$ cat config.mk
export PLATFORM = sky130hd
export DESIGN_NAME = bbs_dp
export DESIGN_NICKNAME = d
export VERILOG_FILES = /design/src/rtl/core/bbs_pkg.sv /design/src/rtl/core/bbs_dp.sv
export SDC_FILE = /design/constraint.sdc
export NUM_CORES = 2
export LEC_CHECK = 0
export BUFFER_PORTS_ARGS = -buffer_cell sky130_fd_sc_hd__buf_2
export CORE_ASPECT_RATIO = 0.6
export CORE_MARGIN = 8
export CORE_UTILIZATION = 45
export DETAILED_ROUTE_END_ITERATION = 10
export PLACE_DENSITY = 0.56
export SYNTH_ARGS = -nofsm -noshare
export SYNTH_HDL_FRONTEND = slang
export SYNTH_SLANG_ARGS = --single-unit
$ cat constraint.sdc
create_clock -name i_clk -period 12.15 [get_ports i_clk]
set_input_delay 1.8225 -clock i_clk [delete_from_list [all_inputs] [get_ports i_clk]]
set_output_delay 1.8225 -clock i_clk [all_outputs]
set_load 0.01 [all_outputs]
$ cat src/rtl/core/bbs_pkg.sv
package bbs_pkg;

    // Field and register widths
    localparam int WLEN_W     = 7;
    localparam int MULT_W     = 12;
    localparam int WEIGHT_W   = 16;
    localparam int SCORE_W    = 32;
    localparam int BAND_W     = 2;
    localparam int CFG_IDX_W  = 2;
    localparam int CFG_DATA_W = 16;

    // Q4.8 multiple squared gives 16 fraction bits
    localparam int FRAC_SHIFT = 16;

    // Configuration register indexes
    localparam logic [CFG_IDX_W-1:0] CFG_WINDOW_LENGTH = 2'd0;
    localparam logic [CFG_IDX_W-1:0] CFG_UPPER_MULT    = 2'd1;
    localparam logic [CFG_IDX_W-1:0] CFG_LOWER_MULT    = 2'd2;
    localparam logic [CFG_IDX_W-1:0] CFG_WEIGHT        = 2'd3;

    // Band crossing codes
    localparam logic [BAND_W-1:0] BAND_INSIDE = 2'd0;
    localparam logic [BAND_W-1:0] BAND_ABOVE  = 2'd1;
    localparam logic [BAND_W-1:0] BAND_BELOW  = 2'd2;

    // Products run on the shared shift-add multiplier, in this order
    typedef enum logic [1:0] {
        MOP_NSQ = 2'd0,   // n * sum of squares
        MOP_SS  = 2'd1,   // sum * sum
        MOP_MAG = 2'd2,   // |n*price - sum| squared
        MOP_MM  = 2'd3    // variance term * mult^2
    } t_mul_op;

    typedef struct packed {
        logic     accept;
        logic     rd_issue;
        logic     mul_load;
        logic     mul_step;
        logic     mul_store;
        t_mul_op  mul_op;
        logic     div_load;
        logic     div_step;
        logic     out_load;
    } t_dp_cmd;

    typedef struct packed {
        logic rd_last;
        logic pipe_busy;
        logic mul_done;
        logic div_done;
        logic out_free;
    } t_dp_sts;

endpackage

$ cat src/rtl/core/bbs_dp.sv
module bbs_dp #(
    parameter int WINDOW_MAX = 64,
    parameter int PRICE_BITS = 24
) (
    input  logic                                   i_clk,
    input  logic                                   i_rst_n,
    input  bbs_pkg::t_dp_cmd                       i_cmd,
    output bbs_pkg::t_dp_sts                       o_sts,
    input  logic        [bbs_pkg::WLEN_W-1:0]      i_window_length,
    input  logic        [bbs_pkg::MULT_W-1:0]      i_upper_mult,
    input  logic        [bbs_pkg::MULT_W-1:0]      i_lower_mult,
    input  logic signed [bbs_pkg::WEIGHT_W-1:0]    i_weight,
    input  logic        [PRICE_BITS-1:0]           i_price,
    input  logic signed [bbs_pkg::SCORE_W-1:0]     i_prior_score,
    input  logic                                   i_last_sample,
    output logic                                   o_out_valid,
    input  logic                                   i_out_ready,
    output logic signed [bbs_pkg::SCORE_W-1:0]     o_updated_score,
    output logic        [bbs_pkg::BAND_W-1:0]      o_band_signal,
    output logic        [PRICE_BITS-1:0]           o_window_mean
);
    import bbs_pkg::*;

    localparam int NB     = $clog2(WINDOW_MAX + 1);
    localparam int PTR_W  = $clog2(WINDOW_MAX);
    localparam int SUM_W  = PRICE_BITS + NB;
    localparam int SQ_W   = 2 * PRICE_BITS + NB;
    localparam int VAR_W  = 2 * SUM_W;
    localparam int MM_W   = 2 * MULT_W;
    localparam int PROD_W = VAR_W + MM_W;
    localparam int LHS_W  = 2 * SUM_W + FRAC_SHIFT;
    localparam int B_W    = (SUM_W > MM_W) ? SUM_W : MM_W;
    localparam int LW     = (NB > WLEN_W) ? NB : WLEN_W;
    localparam int DCNT_W = $clog2(SUM_W + 1);

    // Sample ring
    logic [PRICE_BITS-1:0]     r_ring [WINDOW_MAX];

    // Series state and sweep control
    logic [PTR_W-1:0]          r_wp, r_rd_addr;
    logic [NB-1:0]             r_fill, r_n, r_rd_left;
    logic                      r_v1, r_v2;

    // Item payload and sums
    logic [PRICE_BITS-1:0]     r_price;
    logic signed [SCORE_W-1:0] r_score;
    logic [PRICE_BITS-1:0]     r_rd_data;
    logic [2*PRICE_BITS-1:0]   r_sq_term;
    logic [SUM_W-1:0]          r_sum, r_np;
    logic [SQ_W-1:0]           r_sq;

    // Shared multiplier and band test
    logic [PROD_W-1:0]         r_ma, r_acc;
    logic [B_W-1:0]            r_mb;
    logic [VAR_W-1:0]          r_var;
    logic [LHS_W-1:0]          r_lhs;
    logic                      r_up, r_gt;

    // Mean divider
    logic [SUM_W-1:0]          r_dq;
    logic [NB-1:0]             r_drem;
    logic [DCNT_W-1:0]         r_dcnt;

    // Output slot
    logic                      r_out_vld;
    logic signed [SCORE_W-1:0] r_out_score;
    logic [BAND_W-1:0]         r_out_band;
    logic [PRICE_BITS-1:0]     r_out_mean;

    logic [LW-1:0]             len_ext, len_c;
    logic [NB-1:0]             fill_new, n_new;
    logic [PTR_W-1:0]          wp_inc, rd_dec;
    logic                      up_now;
    logic [SUM_W-1:0]          mag;
    logic [MULT_W-1:0]         mult_sel;
    logic [MM_W-1:0]           mm;
    logic [NB:0]               trial;
    logic                      ge;
    logic [BAND_W-1:0]         band;
    logic signed [SCORE_W:0]   s_ext, w_ext, s_new;
    logic signed [SCORE_W-1:0] s_sat;

    // Window size for this beat: clamp the length register, limit by fill
    always_comb begin
        len_ext  = LW'(i_window_length);
        if (len_ext == '0) begin
            len_c = LW'(1);
        end else if (len_ext > LW'(WINDOW_MAX)) begin
            len_c = LW'(WINDOW_MAX);
        end else begin
            len_c = len_ext;
        end
        fill_new = (r_fill < NB'(WINDOW_MAX)) ? r_fill + 1'b1 : r_fill;
        n_new    = (LW'(fill_new) < len_c) ? fill_new : NB'(len_c);
    end

    assign wp_inc = (r_wp == PTR_W'(WINDOW_MAX - 1)) ? '0 : r_wp + 1'b1;
    assign rd_dec = (r_rd_addr == '0) ? PTR_W'(WINDOW_MAX - 1) : r_rd_addr - 1'b1;

    // Deviation of n*price from the sum, and the band multiple to square
    assign up_now   = (r_np > r_sum);
    assign mag      = up_now ? r_np - r_sum : r_sum - r_np;
    assign mult_sel = r_up ? i_upper_mult : i_lower_mult;
    assign mm       = MM_W'(mult_sel) * MM_W'(mult_sel);

    // Restoring division step
    assign trial = {r_drem, r_dq[SUM_W-1]};
    assign ge    = (trial >= {1'b0, r_n});

    // Score update with saturation
    always_comb begin
        band  = r_gt ? (r_up ? BAND_ABOVE : BAND_BELOW) : BAND_INSIDE;
        s_ext = (SCORE_W + 1)'(r_score);
        w_ext = (SCORE_W + 1)'(i_weight);
        case (band)
            BAND_ABOVE: s_new = s_ext - w_ext;
            BAND_BELOW: s_new = s_ext + w_ext;
            default:    s_new = s_ext;
        endcase
        if (s_new[SCORE_W] != s_new[SCORE_W-1]) begin
            s_sat = s_new[SCORE_W] ? {1'b1, {(SCORE_W-1){1'b0}}}
                                   : {1'b0, {(SCORE_W-1){1'b1}}};
        end else begin
            s_sat = s_new[SCORE_W-1:0];
        end
    end

    // Write the new sample, read the window back one entry a cycle
    always_ff @(posedge i_clk) begin
        if (i_cmd.accept) begin
            r_ring[r_wp] <= i_price;
        end
        if (i_cmd.rd_issue) begin
            r_rd_data <= r_ring[r_rd_addr];
        end
    end

    // Series pointers and sweep valids
    always_ff @(posedge i_clk) begin
        if (!i_rst_n) begin
            r_wp      <= '0;
            r_fill    <= '0;
            r_rd_left <= '0;
            r_v1      <= 1'b0;
            r_v2      <= 1'b0;
        end else begin
            if (i_cmd.accept) begin
                r_rd_left <= n_new;
                if (i_last_sample) begin
                    r_wp   <= '0;
                    r_fill <= '0;
                end else begin
                    r_wp   <= wp_inc;
                    r_fill <= fill_new;
                end
            end else if (i_cmd.rd_issue) begin
                r_rd_left <= r_rd_left - 1'b1;
            end
            r_v1 <= i_cmd.rd_issue;
            r_v2 <= r_v1;
        end
    end

    // Capture the beat and accumulate sum and sum of squares
    always_ff @(posedge i_clk) begin
        r_sq_term <= (2*PRICE_BITS)'(r_rd_data) * (2*PRICE_BITS)'(r_rd_data);
        r_np      <= SUM_W'(r_n) * SUM_W'(r_price);
        if (i_cmd.accept) begin
            r_price   <= i_price;
            r_score   <= i_prior_score;
            r_n       <= n_new;
            r_rd_addr <= r_wp;
            r_sum     <= '0;
            r_sq      <= '0;
        end else begin
            if (i_cmd.rd_issue) begin
                r_rd_addr <= rd_dec;
            end
            if (r_v1) begin
                r_sum <= r_sum + SUM_W'(r_rd_data);
            end
            if (r_v2) begin
                r_sq <= r_sq + SQ_W'(r_sq_term);
            end
        end
    end

    // Shift-add multiplier: one multiplier bit per cycle, stops when it runs out
    always_ff @(posedge i_clk) begin
        if (i_cmd.mul_load) begin
            r_acc <= '0;
            unique case (i_cmd.mul_op)
                MOP_NSQ: begin
                    r_ma <= PROD_W'(r_sq);
                    r_mb <= B_W'(r_n);
                end
                MOP_SS: begin
                    r_ma <= PROD_W'(r_sum);
                    r_mb <= B_W'(r_sum);
                end
                MOP_MAG: begin
                    r_ma <= PROD_W'(mag);
                    r_mb <= B_W'(mag);
                    r_up <= up_now;
                end
                MOP_MM: begin
                    r_ma <= PROD_W'(r_var);
                    r_mb <= B_W'(mm);
                end
                default: begin
                    r_ma <= '0;
                    r_mb <= '0;
                end
            endcase
        end else if (i_cmd.mul_step) begin
            if (r_mb[0]) begin
                r_acc <= r_acc + r_ma;
            end
            r_ma <= r_ma << 1;
            r_mb <= r_mb >> 1;
        end
        if (i_cmd.mul_store) begin
            unique case (i_cmd.mul_op)
                MOP_NSQ: r_var <= VAR_W'(r_acc);
                MOP_SS:  r_var <= r_var - VAR_W'(r_acc);
                MOP_MAG: r_lhs <= {r_acc[2*SUM_W-1:0], {FRAC_SHIFT{1'b0}}};
                MOP_MM:  r_gt  <= (PROD_W'(r_lhs) > r_acc);
                default: r_gt  <= 1'b0;
            endcase
        end
    end

    // Mean: one quotient bit per cycle
    always_ff @(posedge i_clk) begin
        if (!i_rst_n) begin
            r_dcnt <= '0;
        end else if (i_cmd.div_load) begin
            r_dcnt <= DCNT_W'(SUM_W);
        end else if (i_cmd.div_step) begin
            r_dcnt <= r_dcnt - 1'b1;
        end
    end

    always_ff @(posedge i_clk) begin
        if (i_cmd.div_load) begin
            r_dq   <= r_sum;
            r_drem <= '0;
        end else if (i_cmd.div_step) begin
            r_dq   <= {r_dq[SUM_W-2:0], ge};
            r_drem <= ge ? NB'(trial - {1'b0, r_n}) : NB'(trial);
        end
    end

    // Output slot: hold the result until the beat is taken
    always_ff @(posedge i_clk) begin
        if (!i_rst_n) begin
            r_out_vld <= 1'b0;
        end else if (i_cmd.out_load) begin
            r_out_vld <= 1'b1;
        end else if (i_out_ready) begin
            r_out_vld <= 1'b0;
        end
    end

    always_ff @(posedge i_clk) begin
        if (i_cmd.out_load) begin
            r_out_score <= s_sat;
            r_out_band  <= band;
            r_out_mean  <= r_dq[PRICE_BITS-1:0];
        end
    end

    assign o_out_valid     = r_out_vld;
    assign o_updated_score = r_out_score;
    assign o_band_signal   = r_out_band;
    assign o_window_mean   = r_out_mean;

    assign o_sts.rd_last   = (r_rd_left == NB'(1));
    assign o_sts.pipe_busy = r_v1 | r_v2;
    assign o_sts.mul_done  = (r_mb == '0);
    assign o_sts.div_done  = (r_dcnt == '0);
    assign o_sts.out_free  = !r_out_vld || i_out_ready;

    a_store_done: assert property (@(posedge i_clk) disable iff (!i_rst_n)
        i_cmd.mul_store |-> (r_mb == '0))
        else $error("product stored before multiplier finished");

    a_n_range: assert property (@(posedge i_clk) disable iff (!i_rst_n)
        i_cmd.accept |=> (r_n != '0) && (r_n <= NB'(WINDOW_MAX)))
        else $error("window size out of range");

    a_load_quiet: assert property (@(posedge i_clk) disable iff (!i_rst_n)
        i_cmd.mul_load |-> !(r_v1 || r_v2))
        else $error("multiply started while sums still accumulating");

    a_rem_bound: assert property (@(posedge i_clk) disable iff (!i_rst_n)
        i_cmd.div_step |=> (r_drem < r_n))
        else $error("divider remainder not below divisor");

endmodule

==> reports/metrics.csv <==
stage,metric,value,unit
run_status,status,finished clean,
timing,slew_violations,0,
global_routing,grt_max_degree,128,
timing,setup_viol,0,
critical_path,cp-start-kind,register,
placed_design,dp.cells,13900,
clock_tree,clk_pin_slew,0.09,ns
critical_path,reg2reg_slack,2.84,ns
layout,regArea,64600,um^2
min_path,hold_path.class,register to register,
critical_path,path_common_cell,fa_1,
route,dr.pass1.iters,6,
layout,multi_input_area,58800,um^2
synth,synth_cells,10100,
synth,synth_ff_type,edfxtp_1,
floorplan,die_h,430,um
route,wl,394000,um
critical_path,critical_path_buf_inv_count,7,
route,wl_per_cell,27.5,um
critical_path,cp.arrival,10.07,ns
synth,async_reset_ff_share,0,%
critical_path,path_class,register to register,
layout,syn_to_final_growth,10.2,%
timing,fmax,107,MHz
placed_design,port_buffers,180,
clock_tree,cts_resized,0,
clock_tree,insertion_delay,0.95,ns
run,max_cap_viol_count,0,
clock_tree,cts_made_buffers,221,
clock_tree,cts-htree-levels,4,
critical_path,crit_family,adder cells,
route,vias,84500,
layout,final_nets,11700,
layout,final_cells,14300,
critical_path,worstPathRequired,12.92,ns
clock_tree,postCtsHoldBufs,0,
clock_tree,clockBufferDepth,4,
timing,post-route-period-util,76.6,%
clock_tree,cts_tree,built,
timing,hold_violations,0,
synth,syn_nets,11500,
clock_tree,clkSinkCount,2246,
clock_tree,cts_setup_buffers,0,
critical_path,slowest_stage,a2111oi_1,
global_routing,grt_antenna_before_repair,28,
placed_design,place.gp.congestion,0.956,
floorplan,fp.dieArea,304000,um^2
synth,yosys.cell_types.count,94,
layout,fillerInstances,24800,
synth,synth.avg_cell_area,12.8,um^2
synth,synth-edff-count,1961,
floorplan,initial_core_util,45.1,%
floorplan,die_x,707,um
layout,utilization,49.7,%
route,drt_iter0_drc,10500,
synth,synth_warnings,0,
critical_path,cp_max_fo,13,
global_routing,grt_pass1_wl,573000,um
route,drc,0,
global_routing,grt_overflow,0,
synth,netlist_area,129000,um^2
synth,synth_seq_area_share,50.1,%
floorplan,core_area,285000,um^2
timing,tns,0,ns
placed_design,place_hpwl,279000,um
synth,ys_seq_elements,2246,
floorplan,io_pins,181,
timing,worst-slew-pin-transition,1.43,ns
timing,clock_skew,0.111,ns
timing,rsz0062_at_grt,false,
critical_path,cp-end-kind,register,
layout,layout-drive-gt1-share,13.2,%
route,drtAntennaViolNets,0,
timing,max_slew_margin,4.62,%
timing,min_period,9.31,ns
floorplan,num_rows,152,
route,via_per_inst,5.91,
global_routing,grtUsageTotal,25.4,%
clock_tree,cts_root_buf,clkbuf_16,
global_routing,grt_pass1_vias,81700,
critical_path,max_stage_delay,0.97,ns
[layout make-up]
cell class                 count  area share, %
multi-input combinational   6355           41.4
clock buffer                 262           4.05
sequential                  2246           45.5
inverter                    1049           2.77
tap                         3850           3.39
timing repair buffer         390           1.80
clock inverter               141           1.02
antenna                        7         0.0123
[flip-flops by register name, indices dropped and copies added (netlist names), 31 cells and up]
register,count
o_updated_score,32
r_ma,86
r_dq,31
r_sum,31
r_score,32
r_var,62
r_sq_term,47
r_lhs,62
r_np,31
r_acc,86
r_mb,31
r_ring,1536
r_sq,55
[logic make-up after synthesis]
| group | count (synthesis) | synth area share, % |
|---|---|---|
| buf+inv | 1501 | 4.40 |
| simple gates | 2248 | 8.03 |
| flops | 2246 | 50.1 |
| fa+ha+maj | 1302 | 16.2 |
| xor+xnor | 393 | 2.68 |
| mux | 676 | 9.98 |
| compound gates | 1736 | 8.54 |
[layer usage]
layer	global-route usage [%]	part of all wire, %	vias up
li1	-	-	36800
met1	43.7	50	43400
met2	31.3	37	3910
met3	6.78	12	364
met4	3.89	1.5	14
met5	0.550	0.078	-
[worst paths after layout]
path	cells after the start	endpoint	startpoint
worst min register to register	0	o_window_mean[2]	r_dq[2]
worst max register to register	26	r_sq_term[44]	r_rd_data[8]
worst max-delay path	26	r_sq_term[44]	r_rd_data[8]
worst min-delay path	0	o_window_mean[2]	r_dq[2]
[layout by cell type, fill, tap and decap left out, types with 57 or more instances in the layout]
master / Yosys / layout
a21o_1: 257 / 257
a21oi_1: 578 / 578
a221oi_1: 57 / 57
a31oi_1: 61 / 61
and2_1: 184 / 184
buf_2: 12 / 178
buf_4: 3 / 205
clkbuf_16: 0 / 222
dfxtp_1: 285 / 283
edfxtp_1: 1961 / 1961
fa_1: 618 / 618
ha_1: 676 / 676
inv_1: 1045 / 1044
mux2i_1: 143 / 143
mux4_2: 482 / 482
nand2_1: 798 / 796
nand2b_1: 68 / 68
nand3_1: 112 / 112
nand4_1: 95 / 95
nor2_1: 624 / 566
nor2b_1: 102 / 101
nor3_1: 91 / 81
o21ai_0: 328 / 328
o21bai_1: 79 / 79
xnor2_1: 243 / 243
xor2_1: 149 / 149
[synth_stat cells (11+ instances only)]
master	number	area, um^2
edfxtp_1	1961	58900
inv_1	1045	3920
nand2_1	798	3000
ha_1	676	8460
nor2_1	624	2340
fa_1	618	12400
a21oi_1	578	2890
mux4_2	482	10900
clkbuf_1	372	1400
o21ai_0	328	1640
dfxtp_1	285	5710
a21o_1	257	1930
xnor2_1	243	2130
and2_1	184	1150
xor2_1	149	1310
mux2i_1	143	1430
nand3_1	112	561
nor2b_1	102	638
nand4_1	95	594
nor3_1	91	455
o21bai_1	79	593
nand2b_1	68	425
buf_1	64	240
a31oi_1	61	382
a221oi_1	57	499
a211oi_1	52	390
mux2_2	51	574
and3_1	48	300
o21a_1	40	300
o31ai_1	35	263
or3_1	29	181
nor4_1	26	163
o221ai_1	26	228
o211ai_1	22	165
or2_2	21	131
a21boi_0	17	128
o22ai_1	17	106
o2bb2ai_1	15	131
a2111oi_0	14	123
a221o_1	13	130
o21ai_1	13	65.1
buf_2	12	60.1
a211o_1	11	96.3
and4_1	11	96.3
[stage by stage]
step           area (um^2)  worst slack (ns)  hold WS [ns]
6_report            142000              2.84         0.445
5_1_grt             142000              2.66         0.473
4_1_cts             142000              3.10         0.450
3_5_place_dp        135000              3.23         0.444
3_3_place_gp        135000              3.29         0.432
2_1_floorplan       129000              4.66         0.422
Power is not shown: default switching activity piles up to over one toggle a cycle in this logic, so the estimate is an artifact.
