==> src/rtl/core/bbs_pkg.sv <==
package bbs_pkg;

    // Field and register widths
    localparam int WLEN_W     = 7;
    localparam int MULT_W     = 12;
    localparam int WEIGHT_W   = 16;
    localparam int SCORE_W    = 32;
    localparam int BAND_W     = 2;
    localparam int CFG_IDX_W  = 2;
    localparam int CFG_DATA_W = 16;

    // Q4.8 multiple squared gives 16 fraction bits
    localparam int FRAC_SHIFT = 16;

    // Configuration register indexes
    localparam logic [CFG_IDX_W-1:0] CFG_WINDOW_LENGTH = 2'd0;
    localparam logic [CFG_IDX_W-1:0] CFG_UPPER_MULT    = 2'd1;
    localparam logic [CFG_IDX_W-1:0] CFG_LOWER_MULT    = 2'd2;
    localparam logic [CFG_IDX_W-1:0] CFG_WEIGHT        = 2'd3;

    // Band crossing codes
    localparam logic [BAND_W-1:0] BAND_INSIDE = 2'd0;
    localparam logic [BAND_W-1:0] BAND_ABOVE  = 2'd1;
    localparam logic [BAND_W-1:0] BAND_BELOW  = 2'd2;

    // Products run on the shared shift-add multiplier, in this order
    typedef enum logic [1:0] {
        MOP_NSQ = 2'd0,   // n * sum of squares
        MOP_SS  = 2'd1,   // sum * sum
        MOP_MAG = 2'd2,   // |n*price - sum| squared
        MOP_MM  = 2'd3    // variance term * mult^2
    } t_mul_op;

    typedef struct packed {
        logic     accept;
        logic     rd_issue;
        logic     mul_load;
        logic     mul_step;
        logic     mul_store;
        t_mul_op  mul_op;
        logic     div_load;
        logic     div_step;
        logic     out_load;
    } t_dp_cmd;

    typedef struct packed {
        logic rd_last;
        logic pipe_busy;
        logic mul_done;
        logic div_done;
        logic out_free;
    } t_dp_sts;

endpackage

==> src/rtl/core/bbs_ctrl.sv <==
module bbs_ctrl (
    input  logic              i_clk,
    input  logic              i_rst_n,
    input  logic              i_in_valid,
    output logic              o_in_ready,
    output bbs_pkg::t_dp_cmd  o_cmd,
    input  bbs_pkg::t_dp_sts  i_sts
);
    import bbs_pkg::*;

    typedef enum logic [6:0] {
        S_IDLE  = 7'b0000001,
        S_ACC   = 7'b0000010,
        S_DRAIN = 7'b0000100,
        S_MLOAD = 7'b0001000,
        S_MRUN  = 7'b0010000,
        S_DIV   = 7'b0100000,
        S_FIN   = 7'b1000000
    } t_state;

    t_state  r_state, n_state;
    t_mul_op r_op, n_op;

    // Sequence one beat: window sweep, four products, mean division, output
    always_comb begin
        n_state       = r_state;
        n_op          = r_op;
        o_cmd         = '0;
        o_cmd.mul_op  = r_op;
        unique case (r_state)
            S_IDLE: begin
                if (i_in_valid) begin
                    o_cmd.accept = 1'b1;
                    n_state      = S_ACC;
                end
            end
            S_ACC: begin
                o_cmd.rd_issue = 1'b1;
                if (i_sts.rd_last) begin
                    n_state = S_DRAIN;
                end
            end
            S_DRAIN: begin
                if (!i_sts.pipe_busy) begin
                    n_op    = MOP_NSQ;
                    n_state = S_MLOAD;
                end
            end
            S_MLOAD: begin
                o_cmd.mul_load = 1'b1;
                n_state        = S_MRUN;
            end
            S_MRUN: begin
                if (i_sts.mul_done) begin
                    o_cmd.mul_store = 1'b1;
                    unique case (r_op)
                        MOP_NSQ: begin
                            n_op    = MOP_SS;
                            n_state = S_MLOAD;
                        end
                        MOP_SS: begin
                            n_op    = MOP_MAG;
                            n_state = S_MLOAD;
                        end
                        MOP_MAG: begin
                            n_op    = MOP_MM;
                            n_state = S_MLOAD;
                        end
                        MOP_MM: begin
                            o_cmd.div_load = 1'b1;
                            n_state        = S_DIV;
                        end
                        default: n_state = S_IDLE;
                    endcase
                end else begin
                    o_cmd.mul_step = 1'b1;
                end
            end
            S_DIV: begin
                if (i_sts.div_done) begin
                    n_state = S_FIN;
                end else begin
                    o_cmd.div_step = 1'b1;
                end
            end
            S_FIN: begin
                if (i_sts.out_free) begin
                    o_cmd.out_load = 1'b1;
                    n_state        = S_IDLE;
                end
            end
            default: n_state = S_IDLE;
        endcase
    end

    assign o_in_ready = (r_state == S_IDLE);

    // Advance state
    always_ff @(posedge i_clk) begin
        if (!i_rst_n) begin
            r_state <= S_IDLE;
            r_op    <= MOP_NSQ;
        end else begin
            r_state <= n_state;
            r_op    <= n_op;
        end
    end

endmodule

==> config.mk <==
export PLATFORM = sky130hd
export DESIGN_NAME = bbs_ctrl
export DESIGN_NICKNAME = d
export VERILOG_FILES = /design/src/rtl/core/bbs_pkg.sv /design/src/rtl/core/bbs_ctrl.sv
export SDC_FILE = /design/constraint.sdc
export NUM_CORES = 1
export LEC_CHECK = 0
export ABC_AREA = 1
export BUFFER_PORTS_ARGS = -buffer_cell sky130_fd_sc_hd__buf_4
export CORE_MARGIN = 2
export CORE_UTILIZATION = 25
export CTS_CLUSTER_SIZE = 10
export DETAILED_ROUTE_END_ITERATION = 10
export SETUP_SLACK_MARGIN = 0.3
export SYNTH_ARGS = -nofsm -noshare
export SYNTH_HDL_FRONTEND = slang
export SYNTH_SLANG_ARGS = --single-unit
==> constraint.sdc <==
create_clock -name i_clk -period 1.3 [get_ports i_clk]
set_clock_uncertainty 0.1 [all_clocks]
set_input_delay 0.13 -clock i_clk [delete_from_list [all_inputs] [get_ports i_clk]]
set_output_delay 0.13 -clock i_clk [all_outputs]
set_load 0.02 [all_outputs]
==> flow_summary_export.csv, run 1 <==
group,metric,value,unit
floorplan,start_util,0.269,
placement,dpl_cell_area,0.00113,mm²
detailed_routing,wl_per_cell,11.4,µm
setup_path,worstPathRequired,1.07,ns
placement,globalplace.congestion,0.891,
detailed_routing,vias_per_cell,4.42,
synthesis,postSynthCellCount,118,
clock_network,root_buffer,"clkbuf_4",
synthesis,synth_mux_area_frac,0,
global_route,grt_max_degree,9,
detailed_routing,wl,2250,µm
detailed_routing,dr.pass1.iters,4,
floorplan,coreArea,0.00281,mm²
clock_network,hold_buffers,0,
detailed_routing,vias,875,
placement,preCtsSetupSlack,-0.220,ns
clock_network,cts_tree,"built",
finish,layout-drive-gt1-share,0.623,
placement,dp_cells,181,
finish,final_core_util,0.488,
synthesis,synth_area_leader_cell,"dfxtp_1",
finish,layout.cells.non_filler,198,
synthesis,ys_types,20,
clock_network,cts_max_level,1,
flow_run,drv_cap,0,
setup_path,cp_cell_sequence,"inv_4 -> nand2_4 -> nor2_4 -> buf_4 -> nand4_1 -> inv_2 -> buf_4",
timing,relSlewSlack,0.841,
placement,dp_hpwl,1580,µm
global_route,grt_use_total,0.136,
clock_network,cts_buffers,3,
global_route,antenna_found_initial,0,
finish,antennaDiodeCount,0,
timing,max_freq,601,MHz
floorplan,die_h,58.9,µm
global_route,grt_pass1_wl,3620,µm
synthesis,ys_seq_elements,9,
detailed_routing,drc,0,
setup_path,start_kind,"flip-flop",
finish,area_delta_synth_final,81.7,%
clock_network,cts.clk_slew.worst_paths,0.07,ns
finish,nFillCells,282,
synthesis,synthTopCellsByArea,"dfxtp_1 (24%), nor2_1 (12%), nand2_1 (10%)",
timing,fin_crit,1.66,ns
floorplan,row_count,19,
synthesis,synth_top_family_by_area,"simple AND/OR/NAND/NOR gates",
global_route,overflow,0,
synthesis,synth-seq-area-share,0.239,
global_route,grt_pass1_vias,859,
setup_path,worstSetupPathType,"reg -> out",
synthesis,syn_avg_cell_area,6.38,µm²
finish,fin_nets,180,
synthesis,yosysWarningCount,0,
timing,finalSetupViolations,18,
setup_path,slowest_delay,0.37,ns
setup_path,cpMostUsedCell,"buf_4",
clock_network,cts.sinks,9,
setup_path,crit_slowest_cell,"dfxtp_4",
synthesis,synth_area,753,µm²
detailed_routing,drt_iter0_markers,27,
timing,hold_viol_final,0,
power_and_ir_drop,leakage,0.697,nW
worst_hold_path,holdCritPathClass,"in -> reg",
setup_path,path_max_fanout,4,
floorplan,io_pins,19,
placement,numPortBuffers,18,
synthesis,synth_xor_area_frac,0,
setup_path,endpoint_kind,"primary output",
timing,grt_setup_unrepaired,"true",
detailed_routing,ant_nets,0,
timing,finalCritPeriodShare,1.28,
setup_path,cpLargestDelayFamily,"buffers and inverters",
timing,setup_slack,-0.364,ns
timing,tightest_slew,0.237,ns
floorplan,die_area,0.00347,mm²
finish,finalInstanceArea,0.00137,mm²
clock_network,clockBufferDepth,2,
synthesis,synthAdderAreaFrac,0.0664,
run_status,status,"complete, but fails checks",
run_status,failed_checks,"negative setup slack",
setup_path,worst-path-buf-inv,4,
synthesis,synth.top_cell.area_share,0.239,
synthesis,syn-num-nets,130,
timing,finalMaxSlewViolations,0,
clock_network,clk_latency,0.27,ns
floorplan,die_width,58.9,µm
synthesis,synth_compound_area_frac,0.0299,
power_and_ir_drop,irDropWorstVdd,0.00123,V
synthesis,yosys.area_share.simple,0.540,
power_and_ir_drop,powerDensity,2330,mW/mm²
setup_path,worstPathArrival,1.43,ns
metrics by stage:
step / TNS (ns) / power, mW / hold slack [ns]
2_1_floorplan: -0.0326 / 1.74 / 0.184
3_3_place_gp: -1.48 / 2.33 / 0.309
3_5_place_dp: -1.77 / 2.36 / 0.313
4_1_cts: -3.84 / 3.00 / 0.0290
5_1_grt: -5.82 / 3.37 / 0.0434
6_report: -4.45 / 3.19 / 0.0321
what timing repair did:
item | in CTS | in global routing
hold endpoints to repair | 0 | 0
resized for setup | 27 | 8
buffers inserted | 9 | 4
setup endpoints to repair | 20 | 20
pin swaps | 13 | 9
placed cells by master (no fill, tap or decap):
cell / netlist / routed
clkbuf_4: 0 / 3
nand3_4: 0 / 2
nor3_2: 0 / 1
nand2_4: 3 / 5
nand3b_4: 0 / 1
a21oi_1: 1 / 1
inv_2: 6 / 7
dfxtp_4: 0 / 5
nand2_2: 5 / 5
nor2_2: 4 / 4
inv_6: 0 / 1
nand4_1: 2 / 2
nor3_4: 0 / 1
buf_6: 0 / 15
inv_4: 1 / 5
nor3_1: 3 / 1
nand3_2: 4 / 5
dfxtp_2: 0 / 4
nor2_1: 24 / 18
inv_1: 16 / 10
nand2_1: 21 / 19
nor2_4: 3 / 9
ha_1: 4 / 4
o21bai_1: 1 / 1
clkbuf_1: 0 / 1
buf_4: 0 / 31
o21ai_0: 2 / 2
nand3_1: 7 / 4
area by class of cell:
| cell class | instances | area, µm² | area share |
|---|---|---|---|
| Clock buffer | 4 | 26.3 | 0.0192 |
| Inverter | 23 | 104 | 0.0759 |
| Multi-Input combinational cell | 85 | 594 | 0.434 |
| Sequential cell | 9 | 204 | 0.149 |
| Tap cell | 31 | 38.8 | 0.0283 |
| Timing Repair Buffer | 46 | 402 | 0.293 |
metal layers:
layer / track usage / wire (µm) / vias up
met5: 0 / 0 / -
met4: 0.0487 / 8 / 0
met3: 0.0242 / 103 / 2
met2: 0.233 / 1190 / 24
met1: 0.169 / 948 / 391
li1: - / - / 458
registers in the layout (all words and copies together) (netlist names):
| signal | count |
|---|---|
| r_op | 2 |
| r_state | 7 |
worst min-delay path: cells and delay by family:
kind                   cells  cell delay [ns]
buffers and inverters      1             0.14
AND/OR/NAND/NOR            2             0.09
logic make-up after synthesis:
group | after synthesis
simple gates | 77
buf+inv | 24
flops | 9
compound gates | 4
fa+ha+maj | 4
cell usage after synthesis, drive strengths merged:
cell type  instances
nor2              31
nand2             29
inv               23
nand3             11
dfxtp              9
ha                 4
nor3               3
nand4              2
o21ai              2
a21oi              1
buf                1
nand3b             1
o21bai             1
report_power, final:
group	total [mW]	switching, mW	internal, mW
combinational	2.40	1.25	1.15
sequential	0.571	0.155	0.416
clock	0.222	0.104	0.118
path summary, 6_finish.rpt:
check / from / to / slack, ns / depth (start not counted)
min reg2reg: r_op[1] / r_op[1] / 0.44 / 2
max: r_state[4] / o_cmd[7] / -0.36 / 7
max reg2reg: r_state[4] / r_state[0] / -0.34 / 9
min: i_rst_n / r_op[1] / 0.03 / 3
No activity file was read; power rests on OpenSTA's default activity.
==> run 2, diff against run 1 <==
==> constraint.sdc (replaced) <==
create_clock -name i_clk -period 1.3 [get_ports i_clk]
set_clock_uncertainty 0.1 [all_clocks]
set_input_delay 0.13 -clock i_clk [delete_from_list [all_inputs] [get_ports i_clk]]
set_output_delay 0.13 -clock i_clk [all_outputs]
set_load 0.01 [all_outputs]
==> flow_summary_export.csv, run 2 (synthesized netlist as in run 1, its figures left out) <==
group,metric,value,unit
setup_path,worstSetupPathType,"reg -> out",
worst_hold_path,whs_endpoint,"r_op[1]",
timing,relSlewSlack,0.860,
setup_path,endpoint_kind,"primary output",
finish,layout-drive-gt1-share,0.690,
flow_run,drv_cap,0,
finish,largest_reg_flops,7,
clock_network,cts_buffers,3,
power_and_ir_drop,p_total,3.32,mW
clock_network,clockBufferDepth,2,
detailed_routing,ant_nets,0,
clock_network,cts.clk_slew.worst_paths,0.06,ns
setup_path,slowest_delay,0.36,ns
setup_path,r2r-start,"r_state[4]",
power_and_ir_drop,powerDensity,2210,mW/mm²
floorplan,row_count,19,
detailed_routing,vias,924,
clock_network,cts_max_level,1,
global_route,grt_pass1_vias,876,
floorplan,die_width,58.9,µm
finish,fin_nets,187,
run_status,status,"complete, but fails checks",
global_route,grt_use_total,0.133,
clock_network,hold_buffers,0,
detailed_routing,wl,2540,µm
clock_network,clk_latency,0.26,ns
setup_path,worstPathRequired,1.07,ns
timing,fin_tns_setup,-4.35,ns
finish,antennaDiodeCount,0,
detailed_routing,vias_per_cell,4.51,
worst_hold_path,hold_depth,3,
floorplan,start_util,0.269,
timing,finalSetupViolations,17,
timing,tightest_slew,0.209,ns
detailed_routing,drt_iter0_markers,20,
setup_path,r2r_end,"r_state[0]",
floorplan,coreArea,0.00281,mm²
setup_path,rrSetupSlack,-0.29,ns
timing,setup_slack,-0.351,ns
timing,max_freq,606,MHz
global_route,antenna_found_initial,0,
timing,hold_viol_final,0,
setup_path,cpMostUsedCell,"nor2_4",
finish,final_common_cell,"buf_4",
finish,top_regs,"r_state: 7 flops, r_op: 2 flops",
setup_path,crit_slowest_cell,"dfxtp_4",
setup_path,cp_cell_sequence,"nor2_4 -> nand3_2 -> nor2_4 -> buf_6 -> nand2_4 -> nor2_4 -> buf_6",
power_and_ir_drop,leakage,0.777,nW
timing,finalCritPeriodShare,1.27,
detailed_routing,wl_per_cell,12.4,µm
setup_path,ff2ff_path_depth,9,
power_and_ir_drop,irDropWorstVdd,0.00130,V
worst_hold_path,holdCritPathClass,"in -> reg",
floorplan,die_h,58.9,µm
setup_path,worstPathArrival,1.42,ns
finish,area_delta_synth_final,99.8,%
global_route,grt_pass1_wl,3580,µm
clock_network,cts_tree,"built",
placement,globalplace.congestion,0.824,
setup_path,worst-path-buf-inv,2,
finish,final_cell_mix,"buf_4 (33), buf_6 (19), nor2_1 (16), nand2_1 (14)",
detailed_routing,drc,0,
timing,fin_crit,1.65,ns
finish,top_register,"r_state",
floorplan,io_pins,19,
floorplan,die_area,0.00347,mm²
run_status,failed_checks,"negative setup slack",
timing,grt_setup_unrepaired,"true",
setup_path,path_max_fanout,3,
global_route,grt_max_degree,9,
clock_network,cts.sinks,9,
timing,finalMaxSlewViolations,0,
placement,numPortBuffers,18,
worst_hold_path,min_from,"i_rst_n",
placement,dp_hpwl,1590,µm
detailed_routing,dr.pass1.iters,6,
clock_network,root_buffer,"clkbuf_4",
setup_path,cpLargestDelayFamily,"simple AND/OR/NAND/NOR gates",
global_route,overflow,0,
setup_path,start_kind,"flip-flop",
==> run 2: changes by cell type in the layout (fill, tap and decap cells not counted), moves of 2 or more <==
cell | previous run | this run
nand2_1 | 19 | 14
buf_6 | 15 | 19
buf_4 | 31 | 33
dfxtp_2 | 4 | 2
dfxtp_4 | 5 | 7
nand2_2 | 5 | 7
nand2_4 | 5 | 7
nor2_1 | 18 | 16
o21ai_0 | 2 | 0
==> run 2: through the flow <==
stage | hold WS [ns] | setup WS [ns] | instance area (µm²) | util | cells
6_report | 0.0505 | -0.351 | 1510 | 0.537 | 205
5_1_grt | 0.0496 | -0.413 | 1510 | 0.537 | 205
3_5_place_dp | 0.312 | -0.135 | 1080 | 0.387 | 178
3_3_place_gp | 0.310 | -0.112 | 1080 | 0.387 | 178
4_1_cts | 0.0372 | -0.354 | 1280 | 0.455 | 192
2_1_floorplan | 0.184 | 0.00117 | 826 | - | 118
==> run 2: worst max path at each step <==
stage	startpoint	end	slack [ns]	cells after the start
after floorplan	r_state[0]	r_state[5]	0.001	10
after global placement	r_state[0]	o_cmd[2]	-0.11	9
after detailed placement	r_state[0]	r_state[2]	-0.13	10
after CTS	r_state[1]	o_cmd[2]	-0.35	9
after global routing	r_state[0]	o_cmd[2]	-0.41	7
final	r_state[0]	o_cmd[2]	-0.35	7
==> run 2: where the power goes <==
| part | leakage (nW) | switching (mW) | total (mW) | internal [mW] |
|---|---|---|---|---|
| clock | 0.0150 | 0.0984 | 0.217 | 0.118 |
| combinational | 0.683 | 1.27 | 2.53 | 1.26 |
| sequential | 0.0790 | 0.157 | 0.581 | 0.424 |
==> run 2: per-layer routing <==
layer	track usage	up-vias	part of all wire
met5	0	-	0
met4	0.0422	0	0.017
met1	0.160	424	0.39
met2	0.237	22	0.55
met3	0.0242	6	0.035
li1	-	472	-
==> run 2: cell type report <==
cell class	instances	area, µm²
fillers	246	1300
multi-input cells	85	641
repair buffers	53	482
flip-flops and latches	9	209
inverters	23	109
well taps	31	38.8
clock buffers	4	26.3
==> run 2: worst register-to-register path, delay by kind of cell, from the launching register on <==
kind                   cells  cell delay, ns
buffers and inverters      4            0.51
AO/OA/AOI/OAI              1            0.09
AND/OR/NAND/NOR            4            0.41
flip-flops                 1            0.37
==> run 2: what timing repair did <==
item                                    in CTS  in global routing
gates cloned                                 0                  0
endpoints found under the setup margin      18                 20
pin swaps                                   15                 23
resized for setup                           30                 32
buffers inserted                            10                 13
==> run 3, diff against run 2 <==
--- a/config.mk
+++ b/config.mk
@@ -11,6 +11,7 @@
 export CORE_UTILIZATION = 25
 export CTS_CLUSTER_SIZE = 10
 export DETAILED_ROUTE_END_ITERATION = 10
+export RECOVER_POWER = 25
 export SETUP_SLACK_MARGIN = 0.3
 export SYNTH_ARGS = -nofsm -noshare
 export SYNTH_HDL_FRONTEND = slang
==> flow_summary_export.csv, run 3 (synthesized netlist as in run 1, its figures left out) <==
group,metric,value,unit
run_status,status,"complete, but fails checks",
run_status,failed_checks,"negative setup slack",
detailed_routing,vias,917,
timing,grt_setup_unrepaired,"true",
floorplan,row_count,19,
setup_path,worstPathRequired,1.07,ns
worst_hold_path,holdCritPathClass,"in -> reg",
detailed_routing,wl,2490,µm
power_and_ir_drop,leakage,0.776,nW
detailed_routing,drc,0,
power_and_ir_drop,powerDensity,2210,mW/mm²
clock_network,cts_tree,"built",
worst_hold_path,min_from,"i_rst_n",
setup_path,rrSetupSlack,-0.27,ns
global_route,grt_pass1_vias,876,
power_and_ir_drop,irDropWorstVdd,0.00130,V
setup_path,r2r_end,"r_state[0]",
clock_network,cts_max_level,1,
finish,final_common_cell,"buf_4",
setup_path,ff2ff_path_depth,9,
floorplan,die_area,0.00347,mm²
global_route,grt_pass1_wl,3580,µm
clock_network,clockBufferDepth,2,
placement,preCtsSetupSlack,-0.135,ns
floorplan,die_width,58.9,µm
finish,top_regs,"r_state: 7 flops, r_op: 2 flops",
clock_network,cts.sinks,9,
finish,largest_reg_flops,7,
floorplan,io_pins,19,
detailed_routing,drt_iter0_markers,24,
flow_run,drv_cap,0,
timing,tightest_slew,0.211,ns
setup_path,start_kind,"flip-flop",
global_route,overflow,0,
timing,max_freq,606,MHz
timing,relSlewSlack,0.859,
timing,finalMaxSlewViolations,0,
finish,fin_nets,187,
floorplan,start_util,0.269,
global_route,grt_max_degree,9,
timing,fin_crit,1.65,ns
finish,top_register,"r_state",
setup_path,worstSetupPathType,"reg -> out",
detailed_routing,wl_per_cell,12.1,µm
timing,setup_slack,-0.351,ns
setup_path,r2r-start,"r_state[4]",
clock_network,cts.clk_slew.worst_paths,0.06,ns
detailed_routing,vias_per_cell,4.47,
finish,nFillCells,246,
worst_hold_path,hold_depth,3,
setup_path,path_max_fanout,3,
floorplan,coreArea,0.00281,mm²
finish,final_cell_mix,"buf_4 (33), buf_6 (19), nor2_1 (16), nand2_1 (14)",
placement,globalplace.congestion,0.824,
clock_network,root_buffer,"clkbuf_4",
power_and_ir_drop,p_total,3.31,mW
clock_network,clk_latency,0.25,ns
floorplan,die_h,58.9,µm
detailed_routing,dr.pass1.iters,4,
detailed_routing,ant_nets,0,
setup_path,worstPathArrival,1.42,ns
finish,antennaDiodeCount,0,
timing,finalSetupViolations,17,
finish,layout-drive-gt1-share,0.684,
timing,finalCritPeriodShare,1.27,
finish,area_delta_synth_final,99.3,%
global_route,grt_use_total,0.133,
clock_network,cts_buffers,3,
worst_hold_path,whs_endpoint,"r_op[1]",
global_route,antenna_found_initial,0,
setup_path,endpoint_kind,"primary output",
timing,fin_tns_setup,-4.31,ns
placement,numPortBuffers,18,
timing,hold_viol_final,0,
placement,dp_hpwl,1590,µm
-- run 3: layout make-up --
type	instances	area [µm²]	area share
clock buffers	4	26.3	0.0175
inverters	23	109	0.0725
repair buffers	53	482	0.321
flip-flops and latches	9	205	0.137
multi-input cells	85	641	0.427
well taps	31	38.8	0.0258
-- run 3: repair_timing --
item,CTS,global route
hold buffers,0,0
buffers inserted,10,13
endpoints found under the setup margin,18,20
pin swaps,15,23
resized for setup,30,32
-- run 3: worst max path at each step --
stage / startpoint / to / slack (ns) / cells past startpoint
final: r_state[0] / o_cmd[2] / -0.35 / 7
after global routing: r_state[0] / o_cmd[2] / -0.41 / 7
after CTS: r_state[1] / o_cmd[2] / -0.35 / 9
after detailed placement: r_state[0] / r_state[2] / -0.13 / 10
after global placement: r_state[0] / o_cmd[2] / -0.11 / 9
after floorplan: r_state[0] / r_state[5] / 0.001 / 10
-- run 3: per-layer routing --
layer,share of wire,GRT usage,vias up
met1,0.39,0.160,418
met5,0,0,-
met3,0.035,0.0242,6
li1,-,-,473
met4,0.018,0.0422,0
met2,0.56,0.237,20
-- run 3: power breakdown --
group	total [mW]	internal (mW)	switching, mW
Combinational	2.52	1.26	1.26
Clock	0.214	0.118	0.0955
Sequential	0.575	0.421	0.155
-- run 3: through the flow --
stage           util  std cells  hold slack (ns)  cell area [µm²]
3_3_place_gp   0.387        178            0.310             1080
3_5_place_dp   0.387        178            0.312             1080
5_1_grt        0.535        205           0.0495             1500
6_report       0.535        205           0.0525             1500
2_1_floorplan      -        118            0.184              826
4_1_cts        0.455        192           0.0372             1280
-- run 3: critical path, stage by stage, from the launching register on --
cell     delay (ns)
dfxtp_4        0.36
nor2_4         0.16
nand3_2        0.11
nor2_4         0.14
buf_6          0.13
nand2_4        0.05
nor2_4         0.11
buf_6          0.10
